$ cat src/hw/rtl/assert_macros.svh
// assertion helpers used by the subdivider rtl
`ifndef ASSERT_MACROS_SVH
`define ASSERT_MACROS_SVH

// implication checked on every rising clock edge outside reset
`define ASSERT_IMPL(label, clk, rst_n, ante, cons, msg) \
    label: assert property (@(posedge clk) disable iff (!rst_n) (ante) |-> (cons)) \
        else $error(msg);

// next-cycle implication
`define ASSERT_NEXT(label, clk, rst_n, ante, cons, msg) \
    label: assert property (@(posedge clk) disable iff (!rst_n) (ante) |=> (cons)) \
        else $error(msg);

`endif

$ cat src/hw/rtl/pss_pkg.sv
package pss_pkg;

    localparam int COORD_W_DEF    = 24;
    localparam int MAX_INSERT_DEF = 63;
    localparam int LEN_W          = 23;
    localparam logic [LEN_W-1:0] LEN_RESET = LEN_W'(256);

    // sequencer states
    typedef enum logic [2:0] {
        ST_IDLE,
        ST_SQUARE,
        ST_COUNT,
        ST_EMIT_CALC,
        ST_EMIT_OUT,
        ST_LAST_OUT
    } pss_state_t;

endpackage

$ cat src/hw/rtl/pss_serial_mul.sv
// shift-add unsigned multiplier, one multiplier bit per cycle
module pss_serial_mul #(
    parameter int AW = 32,
    parameter int BW = 32
) (
    input  logic                 clk,
    input  logic                 rst_n,
    input  logic                 start,
    input  logic [AW-1:0]        a,
    input  logic [BW-1:0]        b,
    output logic                 done,
    output logic [AW+BW-1:0]     p
);
    import pss_pkg::*;

    localparam int CW = $clog2(BW + 1);

    logic [AW+BW-1:0] acc_reg, acc_next;
    logic [AW+BW-1:0] mc_reg, mc_next;
    logic [BW-1:0]    mp_reg, mp_next;
    logic [CW-1:0]    cnt_reg, cnt_next;
    logic             busy_reg, busy_next;

    // one partial product per cycle
    always_comb
    begin
        acc_next  = acc_reg;
        mc_next   = mc_reg;
        mp_next   = mp_reg;
        cnt_next  = cnt_reg;
        busy_next = busy_reg;
        if (start)
        begin
            acc_next  = '0;
            mc_next   = (AW+BW)'(a);
            mp_next   = b;
            cnt_next  = CW'(BW);
            busy_next = 1'b1;
        end
        else if (busy_reg)
        begin
            if (mp_reg[0])
                acc_next = acc_reg + mc_reg;
            mc_next  = mc_reg << 1;
            mp_next  = mp_reg >> 1;
            cnt_next = cnt_reg - CW'(1);
            if (cnt_reg == CW'(1))
                busy_next = 1'b0;
        end
    end

    always_ff @(posedge clk or negedge rst_n)
    begin
        if (!rst_n)
        begin
            busy_reg <= 1'b0;
            cnt_reg  <= '0;
        end
        else
        begin
            busy_reg <= busy_next;
            cnt_reg  <= cnt_next;
        end
    end

    always_ff @(posedge clk)
    begin
        acc_reg <= acc_next;
        mc_reg  <= mc_next;
        mp_reg  <= mp_next;
    end

    assign done = busy_reg && (cnt_reg == CW'(1)) && !start;
    assign p    = acc_next;
endmodule

$ cat src/hw/rtl/pss_serial_div.sv
// restoring divider for signed dividend by positive divisor, floor result
module pss_serial_div #(
    parameter int NW = 32,
    parameter int DW = 8
) (
    input  logic                  clk,
    input  logic                  rst_n,
    input  logic                  start,
    input  logic signed [NW-1:0]  num,
    input  logic [DW-1:0]         den,
    output logic                  done,
    output logic signed [NW-1:0]  quo
);
    import pss_pkg::*;

    localparam int CW = $clog2(NW + 1);

    logic [NW-1:0] q_reg, q_next;
    logic [DW:0]   r_reg, r_next;
    logic [DW-1:0] d_reg, d_next;
    logic          neg_reg, neg_next;
    logic [CW-1:0] cnt_reg, cnt_next;
    logic          busy_reg, busy_next;
    logic          fin_reg, fin_next;
    logic [DW:0]   trial;
    logic [NW-1:0] mag;
    logic [NW-1:0] qfix;

    assign mag = num[NW-1] ? (~num + NW'(1)) : num;

    // one quotient bit per cycle
    always_comb
    begin
        q_next    = q_reg;
        r_next    = r_reg;
        d_next    = d_reg;
        neg_next  = neg_reg;
        cnt_next  = cnt_reg;
        busy_next = busy_reg;
        fin_next  = 1'b0;
        trial     = {r_reg[DW-1:0], q_reg[NW-1]};
        if (start)
        begin
            q_next    = mag;
            r_next    = '0;
            d_next    = den;
            neg_next  = num[NW-1];
            cnt_next  = CW'(NW);
            busy_next = 1'b1;
        end
        else if (busy_reg)
        begin
            q_next = q_reg << 1;
            r_next = trial;
            if (trial >= {1'b0, d_reg})
            begin
                r_next    = trial - {1'b0, d_reg};
                q_next[0] = 1'b1;
            end
            cnt_next = cnt_reg - CW'(1);
            if (cnt_reg == CW'(1))
            begin
                busy_next = 1'b0;
                fin_next  = 1'b1;
            end
        end
    end

    always_ff @(posedge clk or negedge rst_n)
    begin
        if (!rst_n)
        begin
            busy_reg <= 1'b0;
            fin_reg  <= 1'b0;
            cnt_reg  <= '0;
        end
        else
        begin
            busy_reg <= busy_next;
            fin_reg  <= fin_next;
            cnt_reg  <= cnt_next;
        end
    end

    always_ff @(posedge clk)
    begin
        q_reg   <= q_next;
        r_reg   <= r_next;
        d_reg   <= d_next;
        neg_reg <= neg_next;
    end

    // floor correction for negative dividend with nonzero remainder
    always_comb
    begin
        if (!neg_reg)
            qfix = q_reg;
        else if (r_reg != '0)
            qfix = ~q_reg;
        else
            qfix = ~q_reg + NW'(1);
    end

    assign done = fin_reg;
    assign quo  = $signed(qfix);
endmodule

$ cat src/hw/rtl/polyline_segment_subdivider.sv
// channel | dir | fields (low bit first)
// s_axis  | in  | tdata: x_in, y_in, z_in ; tuser: line_start
// m_axis  | out | tdata: x_out, y_out, z_out ; tlast: run_last ; tuser: count_clamped
// cfg     | in  | cfg_wdata: max_segment_length
// steps: accept when idle; a first vertex goes out alone in the next cycle; otherwise 3 squares
// and one count candidate per n from 1 (up to MAX_INSERT+1), each a shift-add multiply;
// each inserted point then adds three serial divides and one beat.
// reset clears the previous-vertex flag and loads the length register with 256.
// input is taken only when idle; an output beat waits in place until taken.
module polyline_segment_subdivider #(
    parameter int COORD_WIDTH = pss_pkg::COORD_W_DEF,
    parameter int MAX_INSERT  = pss_pkg::MAX_INSERT_DEF
) (
    input  logic clk,
    input  logic rst_n,
    input  logic                                cfg_we,
    input  logic [pss_pkg::LEN_W-1:0]           cfg_wdata,   // max_segment_length
    input  logic                                s_axis_tvalid,
    output logic                                s_axis_tready,
    input  logic [((3*COORD_WIDTH+7)/8)*8-1:0]  s_axis_tdata, // x_in, y_in, z_in
    input  logic                                s_axis_tuser, // line_start
    output logic                                m_axis_tvalid,
    input  logic                                m_axis_tready,
    output logic [((3*COORD_WIDTH+7)/8)*8-1:0]  m_axis_tdata, // x_out, y_out, z_out
    output logic                                m_axis_tlast, // run_last
    output logic                                m_axis_tuser  // count_clamped
);
    import pss_pkg::*;
`include "assert_macros.svh"

    localparam int W    = COORD_WIDTH;
    localparam int DWD  = W + 1;          // difference width
    localparam int SQW  = 2*DWD + 2;      // sum of squares width
    localparam int NW   = $clog2(MAX_INSERT + 2);
    localparam int TW   = NW + LEN_W + 1; // candidate t = n*max
    localparam int MW   = (TW > DWD) ? TW : DWD;
    localparam int PW   = 2*MW;
    localparam int QW   = DWD + NW + 1;   // k*d width
    localparam int CMPW = (PW > SQW) ? PW : SQW;

    pss_state_t state_reg, state_next;

    logic [LEN_W-1:0]    len_reg;
    logic signed [W-1:0] px_reg, py_reg, pz_reg;
    logic signed [W-1:0] vx_reg, vy_reg, vz_reg, vx_next, vy_next, vz_next;
    logic                have_reg, have_next;
    logic signed [DWD-1:0] dx_reg, dy_reg, dz_reg, dx_next, dy_next, dz_next;
    logic [SQW-1:0]      m2_reg, m2_next;
    logic [1:0]          ax_reg, ax_next;
    logic [NW-1:0]       n_reg, n_next, k_reg, k_next;
    logic                clamp_reg, clamp_next;
    logic                wait_reg, wait_next;
    logic signed [W-1:0] ox_reg, oy_reg, oz_reg, ox_next, oy_next, oz_next;
    logic [LEN_W-1:0]    mx;
    logic                t2_over;

    // shared multiplier
    logic                mul_start;
    logic [MW-1:0]       mul_a;
    logic                mul_done;
    logic [PW-1:0]       mul_p;
    // divider
    logic                div_start, div_done;
    logic signed [QW-1:0] div_num, div_q;
    logic signed [QW-1:0] kd;
    logic signed [DWD-1:0] dsel, asel;
    logic [DWD-1:0]      absd;
    logic signed [W-1:0] psel;
    logic signed [W-1:0] pnew;

    assign mx = (len_reg == '0) ? LEN_W'(1) : len_reg;

    pss_serial_mul #(.AW(MW), .BW(MW)) u_mul (
        .clk(clk), .rst_n(rst_n), .start(mul_start),
        .a(mul_a), .b(mul_a), .done(mul_done), .p(mul_p)
    );

    pss_serial_div #(.NW(QW), .DW(NW + 1)) u_div (
        .clk(clk), .rst_n(rst_n), .start(div_start),
        .num(div_num), .den((NW+1)'(n_reg) + (NW+1)'(1)),
        .done(div_done), .quo(div_q)
    );

    // axis selection for squares and interpolation
    always_comb
    begin
        case (ax_reg)
            2'd0:    begin dsel = dx_reg; psel = px_reg; end
            2'd1:    begin dsel = dy_reg; psel = py_reg; end
            default: begin dsel = dz_reg; psel = pz_reg; end
        endcase
    end
    assign asel = dsel;
    assign absd = asel[DWD-1] ? (~asel + DWD'(1)) : asel;
    assign kd   = $signed({1'b0, k_reg}) * QW'(dsel);
    assign div_num = kd;
    assign pnew = W'(psel + W'(div_q));

    // candidate too long; at n = 1 a tie also stops, a segment exactly max long stays whole
    assign t2_over = (CMPW'(mul_p) > CMPW'(m2_reg)) ||
                     ((n_reg == NW'(1)) && (CMPW'(mul_p) == CMPW'(m2_reg)));

    // sequencer
    always_comb
    begin
        state_next = state_reg;
        vx_next = vx_reg; vy_next = vy_reg; vz_next = vz_reg;
        dx_next = dx_reg; dy_next = dy_reg; dz_next = dz_reg;
        have_next = have_reg;
        m2_next = m2_reg; ax_next = ax_reg;
        n_next = n_reg; k_next = k_reg;
        clamp_next = clamp_reg; wait_next = 1'b0;
        ox_next = ox_reg; oy_next = oy_reg; oz_next = oz_reg;
        mul_start = 1'b0; mul_a = '0; div_start = 1'b0;
        s_axis_tready = 1'b0;
        m_axis_tvalid = 1'b0;
        case (state_reg)
            ST_IDLE:
            begin
                s_axis_tready = 1'b1;
                if (s_axis_tvalid)
                begin
                    vx_next = s_axis_tdata[W-1:0];
                    vy_next = s_axis_tdata[2*W-1:W];
                    vz_next = s_axis_tdata[3*W-1:2*W];
                    dx_next = DWD'($signed(s_axis_tdata[W-1:0])) - DWD'(px_reg);
                    dy_next = DWD'($signed(s_axis_tdata[2*W-1:W])) - DWD'(py_reg);
                    dz_next = DWD'($signed(s_axis_tdata[3*W-1:2*W])) - DWD'(pz_reg);
                    clamp_next = 1'b0;
                    n_next = '0;
                    k_next = NW'(1);
                    m2_next = '0;
                    ax_next = 2'd0;
                    wait_next = 1'b1;
                    if (have_reg && !s_axis_tuser)
                        state_next = ST_SQUARE;
                    else
                        state_next = ST_LAST_OUT;
                end
            end
            ST_SQUARE:
            begin
                mul_a = MW'(absd);
                if (wait_reg)
                    mul_start = 1'b1;
                else if (mul_done)
                begin
                    m2_next = m2_reg + SQW'(mul_p);
                    if (ax_reg == 2'd2)
                    begin
                        ax_next = 2'd0;
                        n_next = NW'(1);
                        wait_next = 1'b1;
                        state_next = ST_COUNT;
                    end
                    else
                    begin
                        ax_next = ax_reg + 2'd1;
                        wait_next = 1'b1;
                    end
                end
            end
            ST_COUNT:
            begin
                // candidate t = n*max; n counts up from 1
                mul_a = MW'(TW'(n_reg) * TW'(mx));
                if (wait_reg)
                    mul_start = 1'b1;
                else if (mul_done)
                begin
                    if (t2_over)
                    begin
                        // n-1 fits
                        n_next = n_reg - NW'(1);
                        if (n_reg == NW'(1))
                            state_next = ST_LAST_OUT;
                        else
                        begin
                            k_next = NW'(1);
                            ax_next = 2'd0;
                            wait_next = 1'b1;
                            state_next = ST_EMIT_CALC;
                        end
                    end
                    else if (n_reg == NW'(MAX_INSERT + 1))
                    begin
                        clamp_next = 1'b1;
                        n_next = NW'(MAX_INSERT);
                        k_next = NW'(1);
                        ax_next = 2'd0;
                        wait_next = 1'b1;
                        state_next = ST_EMIT_CALC;
                    end
                    else
                    begin
                        n_next = n_reg + NW'(1);
                        wait_next = 1'b1;
                    end
                end
            end
            ST_EMIT_CALC:
            begin
                if (wait_reg)
                    div_start = 1'b1;
                else if (div_done)
                begin
                    case (ax_reg)
                        2'd0:    ox_next = pnew;
                        2'd1:    oy_next = pnew;
                        default: oz_next = pnew;
                    endcase
                    if (ax_reg == 2'd2)
                    begin
                        ax_next = 2'd0;
                        state_next = ST_EMIT_OUT;
                    end
                    else
                    begin
                        ax_next = ax_reg + 2'd1;
                        wait_next = 1'b1;
                    end
                end
            end
            ST_EMIT_OUT:
            begin
                m_axis_tvalid = 1'b1;
                if (m_axis_tready)
                begin
                    if (k_reg == n_reg)
                        state_next = ST_LAST_OUT;
                    else
                    begin
                        k_next = k_reg + NW'(1);
                        wait_next = 1'b1;
                        state_next = ST_EMIT_CALC;
                    end
                end
            end
            ST_LAST_OUT:
            begin
                m_axis_tvalid = 1'b1;
                if (m_axis_tready)
                begin
                    have_next = 1'b1;
                    state_next = ST_IDLE;
                end
            end
            default: state_next = ST_IDLE;
        endcase
    end

    always_ff @(posedge clk or negedge rst_n)
    begin
        if (!rst_n)
        begin
            state_reg <= ST_IDLE;
            have_reg  <= 1'b0;
            len_reg   <= LEN_RESET;
            px_reg    <= '0;
            py_reg    <= '0;
            pz_reg    <= '0;
            wait_reg  <= 1'b0;
        end
        else
        begin
            state_reg <= state_next;
            have_reg  <= have_next;
            wait_reg  <= wait_next;
            if (cfg_we)
                len_reg <= cfg_wdata;
            if (state_reg == ST_LAST_OUT && m_axis_tready)
            begin
                px_reg <= vx_reg;
                py_reg <= vy_reg;
                pz_reg <= vz_reg;
            end
        end
    end

    always_ff @(posedge clk)
    begin
        vx_reg <= vx_next; vy_reg <= vy_next; vz_reg <= vz_next;
        dx_reg <= dx_next; dy_reg <= dy_next; dz_reg <= dz_next;
        m2_reg <= m2_next; ax_reg <= ax_next;
        n_reg <= n_next; k_reg <= k_next;
        clamp_reg <= clamp_next;
        ox_reg <= ox_next; oy_reg <= oy_next; oz_reg <= oz_next;
    end

    // output beat
    always_comb
    begin
        m_axis_tdata = '0;
        if (state_reg == ST_LAST_OUT)
            m_axis_tdata[3*W-1:0] = {vz_reg, vy_reg, vx_reg};
        else
            m_axis_tdata[3*W-1:0] = {oz_reg, oy_reg, ox_reg};
    end
    assign m_axis_tlast = (state_reg == ST_LAST_OUT);
    assign m_axis_tuser = clamp_reg;

    `ASSERT_IMPL(a_no_in_busy, clk, rst_n, state_reg != ST_IDLE, !s_axis_tready,
        "input taken while busy")
    `ASSERT_NEXT(a_last_idle, clk, rst_n, m_axis_tvalid && m_axis_tready && m_axis_tlast,
        state_reg == ST_IDLE, "no return to idle after run end")
    `ASSERT_IMPL(a_k_range, clk, rst_n, state_reg == ST_EMIT_OUT,
        k_reg <= n_reg && k_reg != '0, "insert index out of range")
endmodule

$ cat config.mk
export PLATFORM = sky130hd
export DESIGN_NAME = polyline_segment_subdivider
export DESIGN_NICKNAME = d
export VERILOG_FILES = /design/src/hw/rtl/pss_pkg.sv /design/src/hw/rtl/pss_serial_mul.sv /design/src/hw/rtl/pss_serial_div.sv /design/src/hw/rtl/polyline_segment_subdivider.sv
export VERILOG_INCLUDE_DIRS = /design/src /design/src/hw/rtl
export SDC_FILE = /design/constraint.sdc
export NUM_CORES = 2
export LEC_CHECK = 0
export ABC_AREA = 1
export BUFFER_PORTS_ARGS = -buffer_cell sky130_fd_sc_hd__clkbuf_2
export CORE_ASPECT_RATIO = 0.75
export CORE_MARGIN = 2
export CORE_UTILIZATION = 58
export DETAILED_ROUTE_END_ITERATION = 8
export HOLD_SLACK_MARGIN = 0.1
export MAX_ROUTING_LAYER = met4
export PLACE_DENSITY = 0.78
export RECOVER_POWER = 25
export SYNTH_ARGS = -nofsm -noshare
export SYNTH_HDL_FRONTEND = slang
export SYNTH_SLANG_ARGS = --single-unit
$ cat constraint.sdc
create_clock -name clk -period 7.8 [get_ports clk]
set_input_delay 1.56 -clock clk [delete_from_list [all_inputs] [get_ports clk]]
set_output_delay 1.56 -clock clk [all_outputs]
set_load 0.05 [all_outputs]
==> flow_metrics.tcl <==
set metrics [dict create \
    via_per_inst 5.61 \
    status "complete, but fails checks" \
    clockRootBuffer "clkbuf_16" \
    ys_ff_latch 607 \
    place_ws_ns 0.419 \
    whs_ns 0.455 \
    cp_data_required_time_ns 8.19 \
    critPathCaptureType "flip-flop" \
    htree_num_levels 3 \
    path_class "flip-flop to flip-flop" \
    die_area_sq_um 89400 \
    drt-total-wl_um 147000 \
    initial_core_util_pct 58.7 \
    crit_path_frequent_cell "nand2_1" \
    synth.distinct_cells 71 \
    fmax_ghz 0.139 \
    synth-main-ff-cell "edfxtp_1" \
    gr-total-overflow 0 \
    met1_length_um 69100 \
    rows 93 \
    yosys_warnings 0 \
    worstMarginPinSlew_ns 4.09 \
    antenna_found_initial 1 \
    grt_use_total_pct 33.9 \
    synth_edf_count 391 \
    grt_pass1_vias 41397 \
    die_y_um 260 \
    setup_viol 0 \
    slew_headroom_pct -173 \
    antenna_left 0 \
    cts_buffer_depth 3 \
    top_layer_used "met4" \
    die_x_um 345 \
    cp_num_buf_inv 6 \
    fin_crit_ns 7.22 \
    drv_cap 6 \
    finalWorstSetupSlack_ns 0.584 \
    clkTransAtPathRegs_ns 0.07 \
    final_nets 7352 \
    io_pins 177 \
    cpMaxStageDelayCell "fa_1" \
    cpPeakStageDelay_ns 0.60 \
    clock_latency_ns 0.67 \
    finalMaxSlewViolations 359 \
    area_delta_synth_final_pct 8.48 \
    fin_skew_ns 0.0499 \
    ys_async_sr_fraction_pct 18.8 \
    tritoncts "built" \
    synth.avg_cell_area_sq_um 7.78 \
    violations "capacitance limit, slew limit" \
    hold_class "flip-flop to flip-flop" \
    cp_top_family "adder cells" \
    crit_arrival_ns 7.60 \
    clkSinkCount 607 \
    place_congestion 1.03 \
    drt-initial-drc-count 4327 \
    cts_buffers 68 \
    wl_per_cell_um 18.8 \
    finalCritPeriodShare_pct 92.5 \
    rsz0062_at_grt "no" \
    synth-seq-area-share_pct 33.0 \
    fin_area_sq_um 54800 \
    dpl.hpwl_um 115000 \
    hold_viol_final 0 \
    finalSetupTns_ns 0 \
    drive_above_1_share_pct 5.14 \
    first_pass_iters 6 \
    port_buffers 176 \
    start_kind "flip-flop" \
    wl_met2_um 58200 \
    syn_area_sq_um 50500 \
    path_max_fanout 30 \
    grt_pass1_wl_um 230000 \
    placed_cell_area_sq_um 52600 \
    via_count 43799 \
    synthCells 6493 \
    placeableCoreArea_sq_um 86000 \
    met3WireLength_um 15900 \
    synth_nets 7232 \
    grt_start_max_net_pins 149 \
    drc 0 \
]
-- through the flow --
stage | util (%) | std cells
floorplan | - | 6493
global placement | 61.1 | 7683
detailed placement | 61.1 | 7683
CTS | 63.8 | 7809
global route | 63.7 | 7809
finish | 63.7 | 7812
-- tightest hold or removal path, stage by stage (launching register included) --
cell and delay, ns:
dfrtp_1 0.32, inv_1 0.05, nand2_1 0.06
-- final timing paths --
check | from | end | slack, ns | depth (start not counted)
setup / recovery | ax_reg[0] | u_div.q_reg[7] | 0.58 | 31
hold / removal | have_reg | have_reg | 0.45 | 2
setup reg to reg | ax_reg[0] | u_div.q_reg[7] | 0.58 | 31
hold reg to reg | have_reg | have_reg | 0.45 | 2
max in group asynchronous | rst_n | pz_reg[23] | 2.81 | 2
min in group asynchronous | rst_n | state_reg[1] | 2.02 | 1
-- per-layer routing --
metal | vias to the layer above | global-route usage (%)
met5 | - | -
met1 | 20573 | 51.7
met4 | 0 | 7.84
li1 | 20991 | -
met2 | 2007 | 46.0
met3 | 228 | 6.82
-- area by class of cell --
| class | instances | area, sq um |
|---|---|---|
| repair buffers | 229 | 1160 |
| diodes | 3 | 7.51 |
| multi-input cells | 4405 | 28300 |
| flip-flops and latches | 607 | 16600 |
| clock inverters | 34 | 387 |
| clock buffers | 92 | 1940 |
| inverters | 1302 | 4900 |
| fillers | 7538 | 31200 |
| well taps | 1140 | 1430 |
-- timing repair --
item | CTS | global route
gates resized for setup | 0 | 9
hold buffers | 0 | 0
setup endpoints to repair | 0 | 9
setup buffers | 0 | 0
-- cell usage after synthesis, types with 24 or more instances --
cell      count  area share (%)
a22oi_1      33            0.49
a21oi_1     444             4.4
nor3_1       63            0.62
o221ai_1     27            0.47
ha_1        396             9.8
nand2_1    1461              11
o211ai_1     52            0.77
inv_1      1288             9.6
nand3_1     162             1.6
fa_1        242             9.6
o21ai_1      33            0.33
dfxtp_1     102             4.0
nor2_1      539             4.0
xnor2_1     100             1.7
clkbuf_1    137             1.0
dfrtp_1     113             5.6
o21bai_1     33            0.49
nand4_1      46            0.57
edfxtp_1    391              23
o21ai_0     393             3.9
a22o_1       24            0.42
xor2_1      144             2.5
-- cells in the final DEF, fill, tap and decap left out, drive strengths merged, types with 7 or more instances in the layout --
cell type / Yosys / routed
nand2: 1467 / 1467
a21oi: 460 / 460
ha: 396 / 396
nor4: 15 / 15
o221ai: 27 / 27
dfrtp: 113 / 113
nand4: 47 / 47
o21bai: 33 / 33
a21o: 16 / 16
clkinv: 6 / 29
a31oi: 18 / 18
xor2: 144 / 144
clkbuf: 141 / 278
o31ai: 8 / 8
inv: 1296 / 1301
nand3b: 8 / 8
nand3: 166 / 166
mux2: 7 / 7
nor3: 66 / 66
o21ai: 430 / 430
buf: 38 / 43
xnor2: 101 / 101
edfxtp: 391 / 391
o22ai: 15 / 15
fa: 242 / 242
a22o: 24 / 24
or2: 12 / 12
a22oi: 33 / 33
o21a: 21 / 21
o211ai: 52 / 52
a21boi: 16 / 16
nor2: 552 / 552
dfxtp: 102 / 102
-- logic make-up (layout without fill, tap and decap cells) --
kind of cell / Yosys count / after routing / share of synthesized area (%)
AO/OA/AOI/OAI: 1170 / 1170 / 13.3
XOR/XNOR: 245 / 245 / 4.27
adder cells (fa/ha/maj): 638 / 638 / 19.4
buffers and inverters: 1481 / 1657 / 11.1
flip-flops: 607 / 607 / 33.0
multiplexers: 7 / 7 / 0.156
other: 0 / 3 / 0
AND/OR/NAND/NOR: 2345 / 2345 / 18.8
Power is not shown: default switching activity piles up to over one toggle a cycle in this logic, so the estimate is an artifact.
